$ cat src/design/md4_short_message_digest_macros.svh
// Assertion helpers shared by the digest block.
`ifndef MD4_SHORT_MESSAGE_DIGEST_MACROS_SVH
`define MD4_SHORT_MESSAGE_DIGEST_MACROS_SVH

// Checks that the consequent holds in the same cycle as the antecedent.
`define MD4_ASSERT_SAME(label, ante, cons) \
    label: assert property (@(posedge clk) disable iff (!rst_n) (ante) |-> (cons)) \
        else $error("md4 digest: same-cycle check failed");

// Checks that the consequent holds in the cycle after the antecedent.
`define MD4_ASSERT_NEXT(label, ante, cons) \
    label: assert property (@(posedge clk) disable iff (!rst_n) (ante) |=> (cons)) \
        else $error("md4 digest: next-cycle check failed");

`endif

$ cat src/design/md4_smd_pkg.sv
package md4_smd_pkg;

    localparam logic [31:0] IV_A = 32'h67452301;
    localparam logic [31:0] IV_B = 32'hefcdab89;
    localparam logic [31:0] IV_C = 32'h98badcfe;
    localparam logic [31:0] IV_D = 32'h10325476;
    localparam logic [31:0] K_R2 = 32'h5a827999;
    localparam logic [31:0] K_R3 = 32'h6ed9eba1;
    localparam logic [7:0]  PAD_BYTE = 8'h80;

    localparam int NUM_STEPS = 48;
    localparam int NUM_WORDS = 8;
    localparam int LEN_WORD = 14;

    typedef logic [31:0] word_t;

    typedef struct packed {
        word_t                a;
        word_t                b;
        word_t                c;
        word_t                d;
        logic [7:0][31:0]     m;
        logic [4:0]           len;
    } md4_state_t;

    localparam int WORD_ORDER [0:47] = '{
        0, 1, 2, 3, 4, 5, 6, 7, 8, 9, 10, 11, 12, 13, 14, 15,
        0, 4, 8, 12, 1, 5, 9, 13, 2, 6, 10, 14, 3, 7, 11, 15,
        0, 8, 4, 12, 2, 10, 6, 14, 1, 9, 5, 13, 3, 11, 7, 15
    };

    localparam int ROT_AMOUNT [0:11] = '{
        3, 7, 11, 19,
        3, 5, 9, 13,
        3, 9, 11, 15
    };

    function automatic int word_index(input int step);
        return WORD_ORDER[step];
    endfunction

    function automatic int rot_amount(input int step);
        return ROT_AMOUNT[(step / 16) * 4 + (step % 4)];
    endfunction

endpackage

$ cat src/design/md4_smd_if.sv
interface md4_smd_msg_if;
    logic        valid;
    logic        ready;
    logic [63:0] msg_words_0_1;
    logic [63:0] msg_words_2_3;
    logic [63:0] msg_words_4_5;
    logic [63:0] msg_words_6_7;
    logic [4:0]  msg_length;

    modport source (
        output valid, msg_words_0_1, msg_words_2_3, msg_words_4_5, msg_words_6_7,
               msg_length,
        input  ready
    );
    modport sink (
        input  valid, msg_words_0_1, msg_words_2_3, msg_words_4_5, msg_words_6_7,
               msg_length,
        output ready
    );
endinterface


$ cat src/design/md4_smd_pad.sv
module md4_smd_pad
    import md4_smd_pkg::*;
(
    input  logic               clk,
    input  logic               rst_n,
    md4_smd_msg_if.sink        msg,
    output logic               valid_out,
    input  logic               ready_dn,
    output md4_state_t         state_out
);

    logic             valid_reg;
    logic             valid_next;
    md4_state_t       state_reg;
    md4_state_t       state_next;
    logic [7:0][31:0] words;
    logic [2:0]       full;
    logic [1:0]       rem;
    word_t            keep;
    word_t            pad_word;

    assign msg.ready = !valid_reg || ready_dn;
    assign valid_next = msg.ready ? msg.valid : valid_reg;

    always_comb
    begin
        words = {msg.msg_words_6_7, msg.msg_words_4_5, msg.msg_words_2_3, msg.msg_words_0_1};
        full = msg.msg_length[4:2];
        rem = msg.msg_length[1:0];
        keep = (word_t'(1) << {rem, 3'b000}) - word_t'(1);
        pad_word = (words[full] & keep) | (word_t'(PAD_BYTE) << {rem, 3'b000});
        state_next.a = IV_A;
        state_next.b = IV_B;
        state_next.c = IV_C;
        state_next.d = IV_D;
        state_next.len = msg.msg_length;
        for (int i = 0; i < NUM_WORDS; i++)
        begin
            if (3'(i) < full)
            begin
                state_next.m[i] = words[i];
            end
            else if (3'(i) == full)
            begin
                state_next.m[i] = pad_word;
            end
            else
            begin
                state_next.m[i] = '0;
            end
        end
    end

    always_ff @(posedge clk or negedge rst_n)
    begin
        if (!rst_n)
        begin
            valid_reg <= 1'b0;
        end
        else
        begin
            valid_reg <= valid_next;
        end
    end

    always_ff @(posedge clk)
    begin
        if (msg.ready && msg.valid)
        begin
            state_reg <= state_next;
        end
    end

    assign valid_out = valid_reg;
    assign state_out = state_reg;

endmodule

$ cat src/flat_wrapper.sv
// flat-port wrapper written by rule: the top's interface ports become plain ports
module md4_smd_pad_flat import md4_smd_pkg::*;
  (clk, rst_n, valid_out, ready_dn, state_out, msg_valid, msg_msg_words_0_1, msg_msg_words_2_3, msg_msg_words_4_5, msg_msg_words_6_7, msg_msg_length, msg_ready);
  md4_smd_msg_if msg_i ();
  input  logic clk;
  input  logic rst_n;
  output logic valid_out;
  input  logic ready_dn;
  output md4_state_t state_out;
  input wire logic [$bits(msg_i.valid)-1:0] msg_valid;
  input wire logic [$bits(msg_i.msg_words_0_1)-1:0] msg_msg_words_0_1;
  input wire logic [$bits(msg_i.msg_words_2_3)-1:0] msg_msg_words_2_3;
  input wire logic [$bits(msg_i.msg_words_4_5)-1:0] msg_msg_words_4_5;
  input wire logic [$bits(msg_i.msg_words_6_7)-1:0] msg_msg_words_6_7;
  input wire logic [$bits(msg_i.msg_length)-1:0] msg_msg_length;
  output wire logic [$bits(msg_i.ready)-1:0] msg_ready;
  assign msg_i.valid = msg_valid;
  assign msg_i.msg_words_0_1 = msg_msg_words_0_1;
  assign msg_i.msg_words_2_3 = msg_msg_words_2_3;
  assign msg_i.msg_words_4_5 = msg_msg_words_4_5;
  assign msg_i.msg_words_6_7 = msg_msg_words_6_7;
  assign msg_i.msg_length = msg_msg_length;
  assign msg_ready = msg_i.ready;
  md4_smd_pad u_core (.clk(clk), .rst_n(rst_n), .msg(msg_i), .valid_out(valid_out), .ready_dn(ready_dn), .state_out(state_out));
endmodule
$ cat config.mk
export PLATFORM = sky130hd
export DESIGN_NAME = md4_smd_pad_flat
export DESIGN_NICKNAME = d
export VERILOG_FILES = /design/src/design/md4_short_message_digest_macros.svh /design/src/design/md4_smd_pkg.sv /design/src/design/md4_smd_if.sv /design/src/design/md4_smd_pad.sv /design/src/flat_wrapper.sv
export SDC_FILE = /design/constraint.sdc
export NUM_CORES = 1
export LEC_CHECK = 0
export ABC_CLOCK_PERIOD_IN_PS = 9000
export BUFFER_PORTS_ARGS = -buffer_cell sky130_fd_sc_hd__clkbuf_2
export CORE_AREA = 10 10 248 250
export DETAILED_ROUTE_END_ITERATION = 8
export DIE_AREA = 0 0 258 260
export GPL_ROUTABILITY_DRIVEN = 0
export HOLD_SLACK_MARGIN = 0.1
export PLACE_DENSITY = 0.45
export REMOVE_ABC_BUFFERS = 1
export SYNTH_ARGS = -nofsm -noshare
export SYNTH_HDL_FRONTEND = slang
export SYNTH_SLANG_ARGS = --single-unit
$ cat constraint.sdc
create_clock -name clk -period 9 [get_ports clk]
set_input_delay 0.9 -clock clk [delete_from_list [all_inputs] [get_ports clk]]
set_output_delay 0.9 -clock clk [all_outputs]
set_load 0.05 [all_outputs]
**Word level (Yosys, flattened, before mapping)**

Index checks and enable logic that the tools add are counted.

- Register bits: 262
- Bits of input ports: 265
- Output and inout port bits: 391
- Logic and storage cells: 53

- Add/sub/neg operators: 1
- $lt $le $gt $ge: 9
- Equal/unequal tests: 7
- Shift operators: 2
- Muxes and demuxes: 18
- Bitwise gates (word level): 2
- Reduce and logical (&&, ||, !) cells: 4

Operators by type and width:

| kind | count |
|---|---|
| $mux 32 | 17 |
| $bmux 32 s3 | 1 |
| $and 32x32->32 | 1 |
| $or 32x32->32 | 1 |
| $shl 1x5->32 const A | 1 |
| $shl 8x5->32 const A | 1 |
| $sub 32x1->32 const B | 1 |
| $eq 3x3->1 const A | 4 |
| $lt 3x3->1 const A | 4 |
| $eq 2x3->1 const A | 2 |
| $lt 1x3->1 const A | 2 |
| $lt 2x3->1 const A | 2 |
| $lt 3x4->1 const B | 1 |
| $eq 1x3->1 const A | 1 |
| $logic_not 3->1 | 1 |
| $logic_and 1x1->1 | 1 |
| $logic_not 1->1 | 1 |
| $logic_or 1x1->1 | 1 |

**Depth between registers and ports, before layout**

- Depth in word-level cells: 6
- Depth in mapped cells: 11

**Worst setup path after synthesis**

OpenSTA, ideal clock, no wires.

- Path kind: input port to flip-flop
- From: in ready_dn
- To: reg u_core.state_reg, in the netlist u_core.state_out[0], enable pin
- Setup time: 0.654 ns
- Arrival time: 7.349 ns
- Data required time: 8.346 ns
- Path slack: 0.997 ns
- Stages on the path: 2
- Path buffers: 0
- Cell sequence: nand2b_1 -> and2_1

- Word-level cells in the longest chain between the ends: 2

Ends and longest elaborated chain:

| what | line | source |
|---|---|---|
| start: declaration | flat_wrapper.sv:8 | `input logic ready_dn;` |
| $logic_or 1x1->1 | md4_smd_pad.sv:22 | `assign msg.ready = !valid_reg \|\| ready_dn;` |
| $logic_and 1x1->1 | md4_smd_pad.sv:68 | `if (msg.ready && msg.valid)` |
| end signal: assignment | md4_smd_pad.sv:70 | `state_reg <= state_next;` |
| end: declaration | md4_smd_pad.sv:14 | `md4_state_t state_reg;` |

No other way between the ends.
A chain may end at the register's enable or synchronous reset.

==> out/metrics.yaml <==
status: "finished clean"
skew_ns: 0.00637
synth_compound_area_share_pct: 13.9
ctsHtreeMaxLevel: 2
min_to: "u_core.valid_out"
detail-route-antenna-nets: 0
tightest_slew_ns: 1.26
leakage_nw: 7.42
hpwl_um: 49100
nNetsFinal: 1874
ctsRootBufferMaster: "clkbuf_16"
cts_buffers: 35
p_comb_share_pct: 22.7
ys_types: 65
fin_hold_ws_ns: 0.542
syn_area_sq_mm: 0.0132
tns_ns: 0
cp.arrival_ns: 4.32
worstHoldPathType: "reg -> reg"
synth-simple-area-share_pct: 10.6
critPathMaxStageDelay_ns: 0.79
p_clk_share_pct: 36.3
worstSetupEndpointType: "register"
max_slew_margin_pct: 15.9
start_util_pct: 23.4
critPathTopFamily: "simple AND/OR/NAND/NOR gates"
synth_cells: 1093
critPathSlowestCell: "and2_2"
min_from: "u_core.valid_out"
io_pins: 656
synth_seq_area_share_pct: 59.7
period_share_pct: 43.6
setup_viol: 0
p_int_mw: 2.35
clk_path_buf_depth: 3
clk_pin_slew_ns: 0.06
whs_path_depth: 2
synth_top_family_by_area: "compound AO/OA/AOI/OAI gates"
antenna_found_initial: 5
rsz0062_at_grt: "false"
clk_latency_ns: 0.53
die-width_um: 258
totalWireLength_um: 65400
drv_slew: 0
drc: 0
die_area_sq_mm: 0.0671
drive_above_1_share_pct: 39.1
die-height_um: 260
crit_fanout: 74
power_mw: 3.55
dr.pass1.iters: 8
synth_warnings: 0
ir_worst_vdd_uv: 104
ys_async_sr_fraction_pct: 0.382
grt_max_degree: 75
yosys_most_used_dff: "edfxtp_1"
rr_endpoint: "u_core.state_out[45]"
cp_num_buf_inv: 2
worstSetupStartpointType: "primary input"
clock_sinks: 262
overflow: 0
pwr-share-seq_pct: 41.0
rr_startpoint: "u_core.valid_out"
fmax_mhz: 255
cts.repair.resized: 0
synth_xor_area_share_pct: 0
fin_crit_ns: 3.92
via_per_inst: 4.54
drt_iter0_drc: 576
first_global_vias: 12000
crit_type: "in -> reg"
vias: 10900
reg2regPathDepth: 3
yosys.area_share.adder_pct: 0.0951
core_area_sq_mm: 0.0563
worstSetupStartpoint: "msg_msg_length[4]"
power.net_switching_mw: 1.19
power_density_mw_per_mm2: 207
path_cells: "buf_6, buf_4, and2_2, nand2_1, nor2_1, a22o_1"
num-fill-cells: 5947
worstPathRequired_ns: 9.39
rrSetupSlack_ns: 6.41
synth_edf_count: 261
avgSynthCellArea_sq_um: 12.0
rows: 87
cts_tree: "yes"
area_growth_pct: 30.4
synth.area.mux_share_pct: 5.52
swShare_pct: 33.6
ys_ff_latch: 262
drv_cap: 0
grtUsageTotal_pct: 18.5
grt_first_pass_wirelength_um: 89300
wire_per_inst_um: 27.4
numPortBuffers: 525
hold_viol_final: 0
## layout by cell type, fill, tap and decap left out, drive strengths merged, types with 5 or more instances in the layout
cell / synthesis / layout
buf: 168 / 24
o21a: 5 / 5
a21boi: 6 / 6
a21o: 7 / 7
diode: 0 / 6
and3: 18 / 18
a31oi: 5 / 5
o31ai: 7 / 7
mux2i: 31 / 31
a32o: 5 / 5
nand3: 16 / 16
clkbuf: 28 / 570
conb: 2 / 129
a211oi: 10 / 10
nor3: 6 / 6
o22ai: 19 / 19
clkinv: 1 / 7
nor2b: 22 / 22
a21oi: 35 / 35
mux4: 15 / 15
nand2: 137 / 137
inv: 9 / 11
and2: 28 / 28
mux2: 7 / 7
nor2: 52 / 52
a22o: 49 / 49
o21ai: 96 / 96
edfxtp: 261 / 261
nand2b: 6 / 6
## cell usage after synthesis (5+ instances only)
library cell / n / area (sq um)
edfxtp_1: 261 / 7840
nand2_1: 137 / 514
buf_4: 132 / 991
o21ai_0: 96 / 480
nor2_1: 51 / 191
a22o_1: 49 / 429
a21oi_1: 35 / 175
mux2i_1: 31 / 310
buf_2: 30 / 150
clkbuf_1: 28 / 105
and2_1: 26 / 163
nor2b_1: 22 / 138
o22ai_1: 19 / 119
and3_1: 18 / 113
nand3_1: 16 / 80.1
mux4_2: 15 / 338
inv_1: 8 / 30.0
a21o_1: 7 / 52.6
mux2_2: 7 / 78.8
o31ai_1: 7 / 52.6
a21boi_0: 6 / 45.0
nand2b_1: 6 / 37.5
a211oi_1: 5 / 37.5
a211oi_2: 5 / 62.6
a31oi_1: 5 / 31.3
a32o_1: 5 / 50.1
nor3_1: 5 / 25.0
o21a_1: 5 / 37.5
## logic make-up (layout without fill, tap and decap cells)
| group | count (synthesis) | in the layout |
|---|---|---|
| AOI/OAI and AO/OA | 270 | 270 |
| and+or+nand+nor | 299 | 299 |
| other | 2 | 135 |
| DFF | 262 | 262 |
| muxes | 53 | 53 |
| buffers and inverters | 206 | 616 |
| adders and majority gates | 1 | 1 |
## tightest hold or removal path, cell delays in order (launching register included)
cell	delay, ns
dfrtp_1	0.34
nand2b_1	0.09
nand2b_1	0.08
## worst max-delay path by stage
stage	endpoint	slack [ns]	cells after the start
floorplan	u_core.state_out[0]	1.0	2
global placement	u_core.state_out[219]	4.49	6
detailed placement	u_core.state_out[216]	4.48	6
CTS	u_core.state_out[216]	5.04	6
global route	u_core.state_out[215]	4.97	6
finish	u_core.state_out[216]	5.08	6
## cell type report
cell class                      instances  area [sq um]  share of cell area (%)
Multi-Input combinational cell        752          4470                    26.1
Clock buffer                           48           935                    5.45
Sequential cell                       262          7860                    45.8
Timing Repair Buffer                  547          2810                    16.4
Inverter                               10          37.5                   0.219
Clock inverter                         11          87.6                   0.510
Tap cell                              756           946                    5.51
Antenna cell                            6          15.0                  0.0875
## sequential cells by signal, indices dropped and copies added (netlist names)
signal / count
u_core.state_out: 261
u_core.valid_out: 1
## power by group through the flow
stage	Sequential (mW)	Clock, mW	Combinational (mW)
after CTS	1.46	1.33	0.812
after global routing	1.46	1.37	0.848
after floorplan	1.74	0	0.275
after global placement	1.48	0	0.808
after detailed placement	1.48	0	0.810
final	1.46	1.29	0.805
## metal layers
layer,GRT usage [%],share of wire (%),up-vias
met2,33.0,51,539
li1,-,-,4857
met1,21.1,39,5382
met3,5.30,7.1,81
met5,0,0.031,-
met4,5.69,2.5,2
## timing repair
action	in CTS	in global routing
hold buffers	1	0
endpoints found under the hold margin	1	0
setup buffers	0	0
## metrics by stage
stage	util, %	worst slack [ns]	cells	area [sq um]
6_report	30.5	5.08	2392	17200
5_1_grt	30.5	4.97	2389	17200
4_1_cts	30.5	5.04	2386	17100
3_5_place_dp	28.6	4.48	2326	16100
3_3_place_gp	28.6	4.49	2326	16100
2_1_floorplan	-	0.997	1024	12300
Power figures use the tool's default switching activity.
