==> config.mk <==
export PLATFORM = sky130hd
export DESIGN_NAME = md4_smd_fin_flat
export DESIGN_NICKNAME = d
export VERILOG_FILES = /design/src/design/md4_short_message_digest_macros.svh /design/src/design/md4_smd_pkg.sv /design/src/design/md4_smd_if.sv /design/src/design/md4_smd_fin.sv /design/src/flat_wrapper.sv
export SDC_FILE = /design/constraint.sdc
export NUM_CORES = 1
export LEC_CHECK = 0
export BUFFER_PORTS_ARGS = -buffer_cell sky130_fd_sc_hd__buf_2
export CAP_MARGIN = 20
export CORE_AREA = 2 2 204 206
export CTS_BUF_LIST = sky130_fd_sc_hd__clkbuf_4 sky130_fd_sc_hd__clkbuf_8
export DETAILED_ROUTE_END_ITERATION = 8
export DIE_AREA = 0 0 206 208
export GPL_TIMING_DRIVEN = 0
export PLACE_DENSITY = 0.51
export SYNTH_ARGS = -nofsm -noshare
export SYNTH_HDL_FRONTEND = slang
export SYNTH_SLANG_ARGS = --single-unit
==> constraint.sdc <==
create_clock -name clk -period 9.1 [get_ports clk]
set_input_delay 1.82 -clock clk [delete_from_list [all_inputs] [get_ports clk]]
set_output_delay 1.82 -clock clk [all_outputs]
set_load 0.02 [all_outputs]
==> src/design/md4_short_message_digest_macros.svh <==
// Assertion helpers shared by the digest block.
`ifndef MD4_SHORT_MESSAGE_DIGEST_MACROS_SVH
`define MD4_SHORT_MESSAGE_DIGEST_MACROS_SVH

// Checks that the consequent holds in the same cycle as the antecedent.
`define MD4_ASSERT_SAME(label, ante, cons) \
    label: assert property (@(posedge clk) disable iff (!rst_n) (ante) |-> (cons)) \
        else $error("md4 digest: same-cycle check failed");

// Checks that the consequent holds in the cycle after the antecedent.
`define MD4_ASSERT_NEXT(label, ante, cons) \
    label: assert property (@(posedge clk) disable iff (!rst_n) (ante) |=> (cons)) \
        else $error("md4 digest: next-cycle check failed");

`endif

==> src/design/md4_smd_pkg.sv <==
package md4_smd_pkg;

    localparam logic [31:0] IV_A = 32'h67452301;
    localparam logic [31:0] IV_B = 32'hefcdab89;
    localparam logic [31:0] IV_C = 32'h98badcfe;
    localparam logic [31:0] IV_D = 32'h10325476;
    localparam logic [31:0] K_R2 = 32'h5a827999;
    localparam logic [31:0] K_R3 = 32'h6ed9eba1;
    localparam logic [7:0]  PAD_BYTE = 8'h80;

    localparam int NUM_STEPS = 48;
    localparam int NUM_WORDS = 8;
    localparam int LEN_WORD = 14;

    typedef logic [31:0] word_t;

    typedef struct packed {
        word_t                a;
        word_t                b;
        word_t                c;
        word_t                d;
        logic [7:0][31:0]     m;
        logic [4:0]           len;
    } md4_state_t;

    localparam int WORD_ORDER [0:47] = '{
        0, 1, 2, 3, 4, 5, 6, 7, 8, 9, 10, 11, 12, 13, 14, 15,
        0, 4, 8, 12, 1, 5, 9, 13, 2, 6, 10, 14, 3, 7, 11, 15,
        0, 8, 4, 12, 2, 10, 6, 14, 1, 9, 5, 13, 3, 11, 7, 15
    };

    localparam int ROT_AMOUNT [0:11] = '{
        3, 7, 11, 19,
        3, 5, 9, 13,
        3, 9, 11, 15
    };

    function automatic int word_index(input int step);
        return WORD_ORDER[step];
    endfunction

    function automatic int rot_amount(input int step);
        return ROT_AMOUNT[(step / 16) * 4 + (step % 4)];
    endfunction

endpackage

==> src/design/md4_smd_if.sv <==


interface md4_smd_digest_if;
    logic        valid;
    logic        ready;
    logic [31:0] digest_a;
    logic [31:0] digest_b;
    logic [31:0] digest_c;
    logic [31:0] digest_d;

    modport source (
        output valid, digest_a, digest_b, digest_c, digest_d,
        input  ready
    );
    modport sink (
        input  valid, digest_a, digest_b, digest_c, digest_d,
        output ready
    );
endinterface

==> src/design/md4_smd_fin.sv <==
module md4_smd_fin
    import md4_smd_pkg::*;
(
    input  logic              clk,
    input  logic              rst_n,
    input  logic              valid_in,
    output logic              ready_up,
    input  md4_state_t        state_in,
    md4_smd_digest_if.source  digest
);

    logic  valid_reg;
    word_t a_reg;
    word_t b_reg;
    word_t c_reg;
    word_t d_reg;

    assign ready_up = !valid_reg || digest.ready;

    always_ff @(posedge clk or negedge rst_n)
    begin
        if (!rst_n)
        begin
            valid_reg <= 1'b0;
        end
        else if (ready_up)
        begin
            valid_reg <= valid_in;
        end
    end

    always_ff @(posedge clk)
    begin
        if (ready_up && valid_in)
        begin
            a_reg <= state_in.a + IV_A;
            b_reg <= state_in.b + IV_B;
            c_reg <= state_in.c + IV_C;
            d_reg <= state_in.d + IV_D;
        end
    end

    assign digest.valid = valid_reg;
    assign digest.digest_a = a_reg;
    assign digest.digest_b = b_reg;
    assign digest.digest_c = c_reg;
    assign digest.digest_d = d_reg;

endmodule

==> src/flat_wrapper.sv <==
// flat-port wrapper written by rule: the top's interface ports become plain ports
module md4_smd_fin_flat import md4_smd_pkg::*;
  (clk, rst_n, valid_in, ready_up, state_in, digest_valid, digest_digest_a, digest_digest_b, digest_digest_c, digest_digest_d, digest_ready);
  md4_smd_digest_if digest_i ();
  input  logic clk;
  input  logic rst_n;
  input  logic valid_in;
  output logic ready_up;
  input  md4_state_t state_in;
  output wire logic [$bits(digest_i.valid)-1:0] digest_valid;
  output wire logic [$bits(digest_i.digest_a)-1:0] digest_digest_a;
  output wire logic [$bits(digest_i.digest_b)-1:0] digest_digest_b;
  output wire logic [$bits(digest_i.digest_c)-1:0] digest_digest_c;
  output wire logic [$bits(digest_i.digest_d)-1:0] digest_digest_d;
  input wire logic [$bits(digest_i.ready)-1:0] digest_ready;
  assign digest_valid = digest_i.valid;
  assign digest_digest_a = digest_i.digest_a;
  assign digest_digest_b = digest_i.digest_b;
  assign digest_digest_c = digest_i.digest_c;
  assign digest_digest_d = digest_i.digest_d;
  assign digest_i.ready = digest_ready;
  md4_smd_fin u_core (.clk(clk), .rst_n(rst_n), .valid_in(valid_in), .ready_up(ready_up), .state_in(state_in), .digest(digest_i));
endmodule
**Word level (Yosys, flattened, before mapping)**

Cells that the tools add are included.
Widths: inputs -> output; s select.

- Add/subtract/negate cells: 4
- Reductions and logical operators: 3

Operators by type and width:

| cell | number |
|---|---|
| $add 32x32->32 const B | 2 |
| $add 32x29->32 const B | 1 |
| $add 32x31->32 const B | 1 |
| $logic_and 1x1->1 | 1 |
| $logic_not 1->1 | 1 |
| $logic_or 1x1->1 | 1 |

- Bits in registers: 129
- Bits of input ports: 393
- Output and inout port bits: 130
- Word-level logic and storage cells: 12

**Longest topological paths before layout**

Gate-level depths: netlist of run 1.

- Word-level depth: 3
- Mapped depth: 7
- Depth with buffers taken out: 7

**Worst setup path before layout of run 1**

OpenSTA, ideal clock, no wires.

- Kind: in2reg
- Start point: input port digest_ready
- End point: register u_core.a_reg[0], in the netlist u_core.digest.digest_a[0] (enable)
- Library setup time: 0.502 ns
- Arrival time: 5.063 ns
- Data required time: 8.598 ns
- Path slack: 3.536 ns
- Stages: 2
- Path buffers: 0
- Path through: nand2b_1 > and2_1

- Cells in the longest elaborated chain, start to end: 2

Ends and longest elaborated chain:

| item | line | RTL |
|---|---|---|
| start, declared | flat_wrapper.sv:15 | `input wire logic [$bits(digest_i.ready)-1:0] digest_ready;` |
| $logic_or 1x1->1 | md4_smd_fin.sv:18 | `assign ready_up = !valid_reg \|\| digest.ready;` |
| $logic_and 1x1->1 | md4_smd_fin.sv:34 | `if (ready_up && valid_in)` |
| end signal, assigned | md4_smd_fin.sv:36 | `a_reg <= state_in.a + IV_A;` |
| end, declared | md4_smd_fin.sv:13 | `word_t a_reg;` |

Every way passes these cells.
A chain may end at the register's enable or synchronous reset.

**Worst setup path in the final report of run 1**

- Start point: input port digest_ready
- End point: output port ready_up

- Cells in the longest elaborated chain, start to end: 1

Ends and longest elaborated chain:

| item | line | RTL |
|---|---|---|
| $logic_or 1x1->1 | md4_smd_fin.sv:18 |  |
| end, declared | flat_wrapper.sv:8 | `output logic ready_up;` |

Every way passes these cells.

==> reports/metrics.yaml, run 1 <==
timing:
  grt_setup_unrepaired: "no"
  final.period_utilization: 0.448
  worst-slew-pin-transition_ns: 0.582
  timing.slew.headroom: 0.609
  finalSetupViolCount: 0
  achievable-frequency_mhz: 246
  hold_viol_final: 0
  slew_viol_final: 0
  timing.final.crit_period_ns: 4.07
  fin_worst_hold_slack_ns: 0.545
  setup-tns-final_ns: 0
  finClkSkew_ns: 0.0123
worst_setup_path:
  reg2reg_from: "u_core.digest.valid"
  number_of_cell_instances_on_the_worst_register_to_register_path: 3
  required_ns: 7.28
  terminus_of_the_critical_flop_to_flop_path: "u_core.digest.digest_b[25]"
  startpoint_type: "input pin"
  cp-end-kind: "primary output"
  regToRegSetupSlack_ns: 7.44
  crit_top_cell: "sky130_fd_sc_hd__buf_2"
  critPathKind: "in -> out"
  critical_path_depth: 3
  critPathMaxFanout: 3
  critical-path-top-delay-family: "buffers and inverters"
  timing.critical_path.slowest_cell_delay_ns: 0.17
  worstPathBufferInverterCount: 2
  crit_arrival_ns: 2.25
  cell_breakdown_of_the_critical_path: "buf_2 > nand2b_1 > buf_2"
  cp_max_stage_cell: "sky130_fd_sc_hd__nand2b_1"
global_routing:
  number_of_global_route_vias_before_repair: 5738
  grt_start_max_net_pins: 54
  groute.usage.overall: 0.108
  wire_length_of_the_first_global_routing_pass_um: 34200
  number_of_antenna_violations_at_the_first_check_in_global_routing: 11
  global_route.overflow_total: 0
yosys:
  synth_compound_gate_area_share: 0.141
  synthArstFlopShare: 0.00775
  synth_area_mm2: 0.00700
  synth_sequential_area_ratio: 0.552
  synth_flop_cell: "sky130_fd_sc_hd__edfxtp_1"
  synth_top_family_by_area: "simple AND/OR/NAND/NOR gates"
  synth_simple_gate_area_share: 0.152
  postSynthRegisterBits: 129
  synth_warnings: 0
  synth_area_per_cell_um2: 11.5
  fraction_of_synthesized_cell_area_in_xor_and_xnor_cells: 0.121
  synthesis.instances: 607
  synthAdderAreaFrac: 0.00715
  net_count_after_synthesis: 1004
  synthMuxAreaShare: 0.00447
  synth-edff-count: 128
  netlist-cell-type-count: 73
hold_path:
  min_delay_path_depth: 2
  timing.hold.worst.class: "reg -> reg"
  hold_sp: "u_core.digest.valid"
  end_point_of_the_worst_hold_path: "u_core.digest.valid"
placement:
  placedCellCount: 1390
  dp_hpwl_um: 18800
  portBuffers: 249
  placed_area_mm2: 0.00897
  place_congestion: 0.775
cells_and_area:
  multi_input_area_mm2: 0.00299
  finalNetCount: 1274
  stdcell_count: 1427
  total_of_fill_cells_in_the_finished_design: 4408
  layout.area.seq_mm2: 0.00387
  drive_above_1_share: 0.354
  final_util: 0.231
  finish.instance_area_mm2: 0.00937
  areaGrowthSynthToFinish_pct: 33.8
cts:
  post_cts.repair.setup_buffers: 0
  cts.sinks: 129
  clock_path_buffers: 2
  cts_hold_repair.buffers: 0
  root_buffer: "sky130_fd_sc_hd__clkbuf_8"
  clk_pin_slew_worst_paths_ns: 0.08
  clock_tree.htree_level_count: 4
  tritoncts: "yes"
  number_of_buffers_created_by_cts: 17
  worstSkewPairLatency_ns: 0.50
  post_cts_resize_count: 0
flow_run:
  max_cap_viol_count: 0
die:
  core_region_area_mm2: 0.0406
  fp.dieH_um: 208
  die-area_mm2: 0.0428
  dieWidth_um: 206
  std_cell_rows: 74
  pin_count: 523
  initial_utilization: 0.173
drt:
  drt_first_pass_iters: 4
  dr_total_vias: 5865
  totalWireLength_um: 23500
  vias_per_cell: 4.11
  drt-wirelength-per-cell_um: 16.5
  drt_iter0_drc: 316
  drt.antenna.violating_nets: 0
  route.detailed.drc: 0
pwr:
  power-per-cell-area_mw_per_mm2: 163
  p_seq_frac: 0.472
  p_int_w: 0.00106
  switching_share: 0.307
  power.leakage_nw: 3.58
  net-switching-power_w: 0.000469
  power.ir.vdd_worst_v: 0.0000818
  p_comb_frac: 0.192
  power.clock.fraction: 0.335
status:
  run_status: "complete, no violations"
[layout make-up]
type,count,area share
tap,532,0.0710
clock buffer,18,0.0258
antenna,5,0.00134
clock inverter,14,0.0151
inverter,21,0.00841
sequential,129,0.413
timing repair buffer,251,0.139
multi-input combinational,443,0.319
buffer,14,0.00735
[logic make-up after synthesis]
logic type | Yosys count
adders and majority gates | 4
and+or+nand+nor | 203
DFF | 129
xor gates and xnor gates | 97
buffers and inverters | 35
muxes | 3
AOI/OAI and AO/OA | 136
[through the flow]
step	total power [W]	setup WS [ns]
3_5_place_dp	0.00103	5.03
3_3_place_gp	0.00104	1.86
6_report	0.00153	5.03
2_1_floorplan	0.000903	3.54
4_1_cts	0.00157	5.03
5_1_grt	0.00161	5.01
[power by group through the flow]
stage | combinational (W) | clock, W | sequential (W)
global placement | 0.000293 | 0 | 0.000742
global route | 0.000322 | 0.000558 | 0.000725
finish | 0.000294 | 0.000512 | 0.000721
CTS | 0.000300 | 0.000543 | 0.000723
floorplan | 0.000110 | 0 | 0.000792
detailed placement | 0.000299 | 0 | 0.000736
[synthesized netlist by cell type, drive strengths merged (3+ instances only)]
| library cell | count | share of area |
|---|---|---|
| nor3 | 11 | 0.0086 |
| xor2 | 38 | 0.048 |
| and3 | 9 | 0.0080 |
| edfxtp | 128 | 0.55 |
| xnor2 | 59 | 0.074 |
| o2111ai | 6 | 0.0093 |
| o211ai | 10 | 0.011 |
| nand2 | 51 | 0.028 |
| nand3 | 20 | 0.014 |
| a211oi | 7 | 0.011 |
| o21ai | 35 | 0.026 |
| nor2 | 41 | 0.022 |
| a31oi | 3 | 0.0027 |
| a21o | 5 | 0.0054 |
| nand2b | 9 | 0.0080 |
| nand4 | 5 | 0.0045 |
| a21oi | 26 | 0.019 |
| clkbuf | 10 | 0.0054 |
| ha | 4 | 0.0071 |
| o31ai | 4 | 0.0043 |
| nor2b | 7 | 0.0063 |
| buf | 4 | 0.0045 |
| and2 | 9 | 0.0080 |
| o21a | 7 | 0.0075 |
| or2 | 5 | 0.0045 |
| inv | 21 | 0.011 |
| a2111oi | 4 | 0.0050 |
| or3 | 15 | 0.015 |
| a311oi | 3 | 0.0038 |
| nand4b | 3 | 0.0038 |
| a211o | 3 | 0.0038 |
| nor4 | 6 | 0.0054 |
[layout by cell type, fill, tap and decap left out, drive strengths merged, types with 3 or more instances in the layout]
| cell type | netlist | layout |
|---|---|---|
| o31ai | 4 | 4 |
| ha | 4 | 4 |
| clkbuf | 10 | 28 |
| nor2b | 7 | 7 |
| o2111ai | 6 | 6 |
| inv | 21 | 22 |
| a21o | 5 | 5 |
| a311oi | 3 | 3 |
| nand2b | 9 | 9 |
| o21a | 7 | 7 |
| and2 | 9 | 9 |
| xnor2 | 59 | 59 |
| or3 | 15 | 15 |
| nand4 | 5 | 5 |
| xor2 | 38 | 38 |
| and3 | 9 | 9 |
| clkinvlp | 0 | 3 |
| diode | 0 | 5 |
| nand3 | 20 | 20 |
| a2111oi | 4 | 4 |
| a31oi | 3 | 3 |
| nand4b | 3 | 3 |
| a211oi | 7 | 7 |
| a211o | 3 | 3 |
| nand2 | 51 | 51 |
| edfxtp | 128 | 128 |
| nor4 | 6 | 6 |
| clkinv | 0 | 8 |
| nor2 | 41 | 41 |
| a21oi | 26 | 26 |
| nor3 | 11 | 11 |
| o21ai | 35 | 35 |
| buf | 4 | 255 |
| o211ai | 10 | 10 |
| or2 | 5 | 5 |
[worst max-delay path by stage]
stage                  from                          to
5_1_grt        digest_ready                    ready_up
2_1_floorplan  digest_ready   u_core.digest.digest_a[0]
3_3_place_gp   digest_ready  u_core.digest.digest_b[25]
6_report       digest_ready                    ready_up
3_5_place_dp   digest_ready                    ready_up
4_1_cts        digest_ready                    ready_up
[worst register-to-register path: cells and delay by family, from the launching register on]
| family | cells | cell delay (ns) |
|---|---|---|
| buffers and inverters | 1 | 0.31 |
| flip-flops | 1 | 0.38 |
| AND/OR/NAND/NOR | 2 | 0.58 |
[metal layers]
layer,wire length [um],up-vias,global-route usage
li1,-,2822,-
met5,64,-,0
met2,10400,220,0.164
met3,2090,27,0.0387
met1,10600,2786,0.138
met4,416,10,0.0458
No activity file was read; power rests on OpenSTA's default activity.
==> inputs of run 2 (changes only) <==
--- a/config.mk
+++ b/config.mk
@@ -7,12 +7,12 @@
 export LEC_CHECK = 0
 export BUFFER_PORTS_ARGS = -buffer_cell sky130_fd_sc_hd__buf_2
 export CAP_MARGIN = 20
-export CORE_AREA = 2 2 204 206
+export CORE_AREA = 2 2 203 205
 export CTS_BUF_LIST = sky130_fd_sc_hd__clkbuf_4 sky130_fd_sc_hd__clkbuf_8
 export DETAILED_ROUTE_END_ITERATION = 8
-export DIE_AREA = 0 0 206 208
+export DIE_AREA = 0 0 205 207
 export GPL_TIMING_DRIVEN = 0
-export PLACE_DENSITY = 0.51
+export PLACE_DENSITY = 0.53
 export SYNTH_ARGS = -nofsm -noshare
 export SYNTH_HDL_FRONTEND = slang
 export SYNTH_SLANG_ARGS = --single-unit
==> constraint.sdc (replaced) <==
create_clock -name clk -period 3.3 [get_ports clk]
set_input_delay 0.66 -clock clk [delete_from_list [all_inputs] [get_ports clk]]
set_output_delay 0.66 -clock clk [all_outputs]
set_load 0.02 [all_outputs]
==> run 2 against run 1 <==
Clock power grew to 3.2 times the previous value. Sequential cell count is the same. Register-to-register slack lost 6.1 ns. Sequential share of layout area shrank 0.33 points. First-iteration DRC count shrank 10%. Clock skew grew 0.00083 ns. Critical path depth grew 3. Highest routed layer is now met4. Utilization grew 0.29 points. Wire length shrank 0.92%. Largest power group unchanged. Non-clock buffer count grew 1. Via count grew 0.48%.
==> reports/metrics.yaml, run 2 (synthesis results as in run 1) <==
pwr:
  power.leakage_nw: 3.62  # +1.3%
  power-per-cell-area_mw_per_mm2: 473  # +190%
  power.ir.vdd_worst_v: 0.000222  # +170%
  total_power_w: 0.00446  # +190%
timing:
  final.period_utilization: 0.716
  setup-tns-final_ns: 0  # unchanged
  worst-slew-pin-transition_ns: 0.616  # +0.0342 ns
  finalWorstSetupSlack_ns: 0.936  # -4.09 ns
  timing.final.crit_period_ns: 2.36
  finalSetupViolCount: 0  # unchanged
  hold_viol_final: 0  # unchanged
  slew_viol_final: 0  # unchanged
  achievable-frequency_mhz: 423
  finClkSkew_ns: 0.0132  # +0.000829 ns
  grt_setup_unrepaired: "no"
  timing.slew.headroom: 0.586  # -0.0230
die:
  core_region_area_mm2: 0.0404  # -0.46%
  std_cell_rows: 74  # unchanged
  initial_utilization: 0.174  # +0.000792
  fp.dieH_um: 207  # -0.48%
  die-area_mm2: 0.0424  # -0.96%
  pin_count: 523  # unchanged
  dieWidth_um: 205  # -0.49%
global_routing:
  number_of_antenna_violations_at_the_first_check_in_global_routing: 2  # -9
  groute.usage.overall: 0.108  # about the same
  wire_length_of_the_first_global_routing_pass_um: 34300  # +0.30%
  grt_start_max_net_pins: 56  # +3.7%
  global_route.overflow_total: 0  # unchanged
  number_of_global_route_vias_before_repair: 5791  # +0.92%
worst_setup_path:
  timing.critical_path.slowest_cell_delay_ns: 0.53  # +0.36 ns
  cp_max_stage_cell: "sky130_fd_sc_hd__a2111oi_0"
  cell_breakdown_of_the_critical_path: "clkbuf_1 > nand4b_1 > nor4_1 > o21ai_1 > mux2i_1 > a2111oi_0"
  worstPathBufferInverterCount: 1  # -1
  crit_arrival_ns: 2.56  # +0.31 ns
  required_ns: 3.49  # -3.79 ns
  critical-path-top-delay-family: "compound AO/OA/AOI/OAI gates"
  cp-end-kind: "register"
  critPathKind: "in -> reg"
  startpoint_type: "input pin"
  critPathMaxFanout: 8  # +5
drt:
  totalWireLength_um: 23300  # -0.92%
  drt.antenna.violating_nets: 0  # unchanged
  route.detailed.drc: 0  # unchanged
  drt_iter0_drc: 283  # -10%
  vias_per_cell: 4.14  # +0.62%
  dr_total_vias: 5893  # +0.48%
  drt-wirelength-per-cell_um: 16.3  # -0.78%
  drt_first_pass_iters: 7  # +3
placement:
  dp_hpwl_um: 18600  # -1.3%
  place_congestion: 0.826  # +6.7%
  pre_cts_slack_ns: 0.414  # -4.61 ns
  portBuffers: 249  # unchanged
  placedCellCount: 1390  # unchanged
cts:
  clock_tree.htree_level_count: 4  # unchanged
  root_buffer: "sky130_fd_sc_hd__clkbuf_8"
  worstSkewPairLatency_ns: 0.47  # -0.03 ns
  post_cts.repair.setup_buffers: 0  # unchanged
  post_cts_resize_count: 0  # unchanged
  cts.sinks: 129  # unchanged
  number_of_buffers_created_by_cts: 17  # unchanged
  cts_hold_repair.buffers: 1  # +1
  tritoncts: "yes"
  clk_pin_slew_worst_paths_ns: 0.08  # about the same
  clock_path_buffers: 2  # unchanged
cells_and_area:
  mostFrequentLayoutCell: "sky130_fd_sc_hd__buf_2"
  final_util: 0.234  # +0.00295
  layout.cells.most_common_list: "sky130_fd_sc_hd__buf_2, sky130_fd_sc_hd__edfxtp_1, sky130_fd_sc_hd__xnor2_1"
  stdcell_count: 1425  # -0.14%
  drive_above_1_share: 0.355  # +0.000725
  finalNetCount: 1275  # +0.078%
  total_of_fill_cells_in_the_finished_design: 4405  # -0.068%
  areaGrowthSynthToFinish_pct: 34.9
status:
  run_status: "complete, no violations"
hold_path:
  timing.hold.worst.class: "in -> reg"
flow_run:
  max_cap_viol_count: 0  # unchanged
## run 2: cell count changes in the layout (fill, tap and decap cells not counted)
cell,change
sky130_fd_sc_hd__clkbuf_4,-1
sky130_fd_sc_hd__inv_6,+2
sky130_fd_sc_hd__dlygate4sd3_1,+1
sky130_fd_sc_hd__clkinv_1,-1
sky130_fd_sc_hd__clkinvlp_4,-3
sky130_fd_sc_hd__clkinv_4,+2
sky130_fd_sc_hd__clkinv_2,-2
sky130_fd_sc_hd__buf_12,+1
sky130_fd_sc_hd__bufinv_16,+3
sky130_fd_sc_hd__buf_16,-1
sky130_fd_sc_hd__diode_2,-3
## run 2: area by class of cell
cell class / count / area [um2] / area share
antenna: 2 / 5.00 / 0.000530
buffer: 14 / 68.8 / 0.00729
clock buffer: 17 / 234 / 0.0248
clock inverter: 15 / 230 / 0.0244
inverter: 21 / 78.8 / 0.00835
multi-input combinational: 443 / 2990 / 0.317
sequential: 129 / 3870 / 0.410
tap: 532 / 666 / 0.0705
timing repair buffer: 252 / 1300 / 0.138
## run 2: per-stage QoR
step                hold slack, ns  cell area (um2)
floorplan                    0.364             7010
global placement             0.435             8920
detailed placement           0.435             8970
CTS                          0.299             9440
global route                 0.304             9440
finish                       0.368             9450
## run 2: path summary, 6_finish.rpt
path                                              end  depth (start not counted)  slack [ns]           startpoint
setup reg to reg           u_core.digest.digest_d[30]                          4        1.31  u_core.digest.valid
min in group asynchronous         u_core.digest.valid                          2        0.50                rst_n
setup / recovery           u_core.digest.digest_a[27]                          6        0.94        state_in[373]
hold reg to reg                   u_core.digest.valid                          2        0.55  u_core.digest.valid
hold / removal              u_core.digest.digest_c[0]                          1        0.37        state_in[293]
max in group asynchronous         u_core.digest.valid                          2        2.72                rst_n
## run 2: metal layers
| metal | track usage | wire length (um) | up-vias | share of wire |
|---|---|---|---|---|
| li1 | - | - | 2812 | - |
| met1 | 0.143 | 10900 | 2844 | 0.47 |
| met2 | 0.165 | 10400 | 220 | 0.44 |
| met3 | 0.0360 | 1760 | 17 | 0.076 |
| met4 | 0.0367 | 317 | 0 | 0.014 |
| met5 | 0 | 0 | - | 0 |
## run 2: where the power goes
| part | leakage [nW] | total, W | switching, W | internal, W |
|---|---|---|---|---|
| sequential | 1.23 | 0.00199 | 0.0000317 | 0.00196 |
| clock | 0.235 | 0.00166 | 0.000753 | 0.000909 |
| combinational | 2.16 | 0.000811 | 0.000525 | 0.000286 |
## run 2: worst register-to-register path, cell delays in order (launching register included)
cell                       delay, ns
sky130_fd_sc_hd__dfrtp_1        0.38
sky130_fd_sc_hd__nand2b_1       0.11
sky130_fd_sc_hd__and2_4         0.52
sky130_fd_sc_hd__buf_12         0.30
sky130_fd_sc_hd__buf_16         0.28
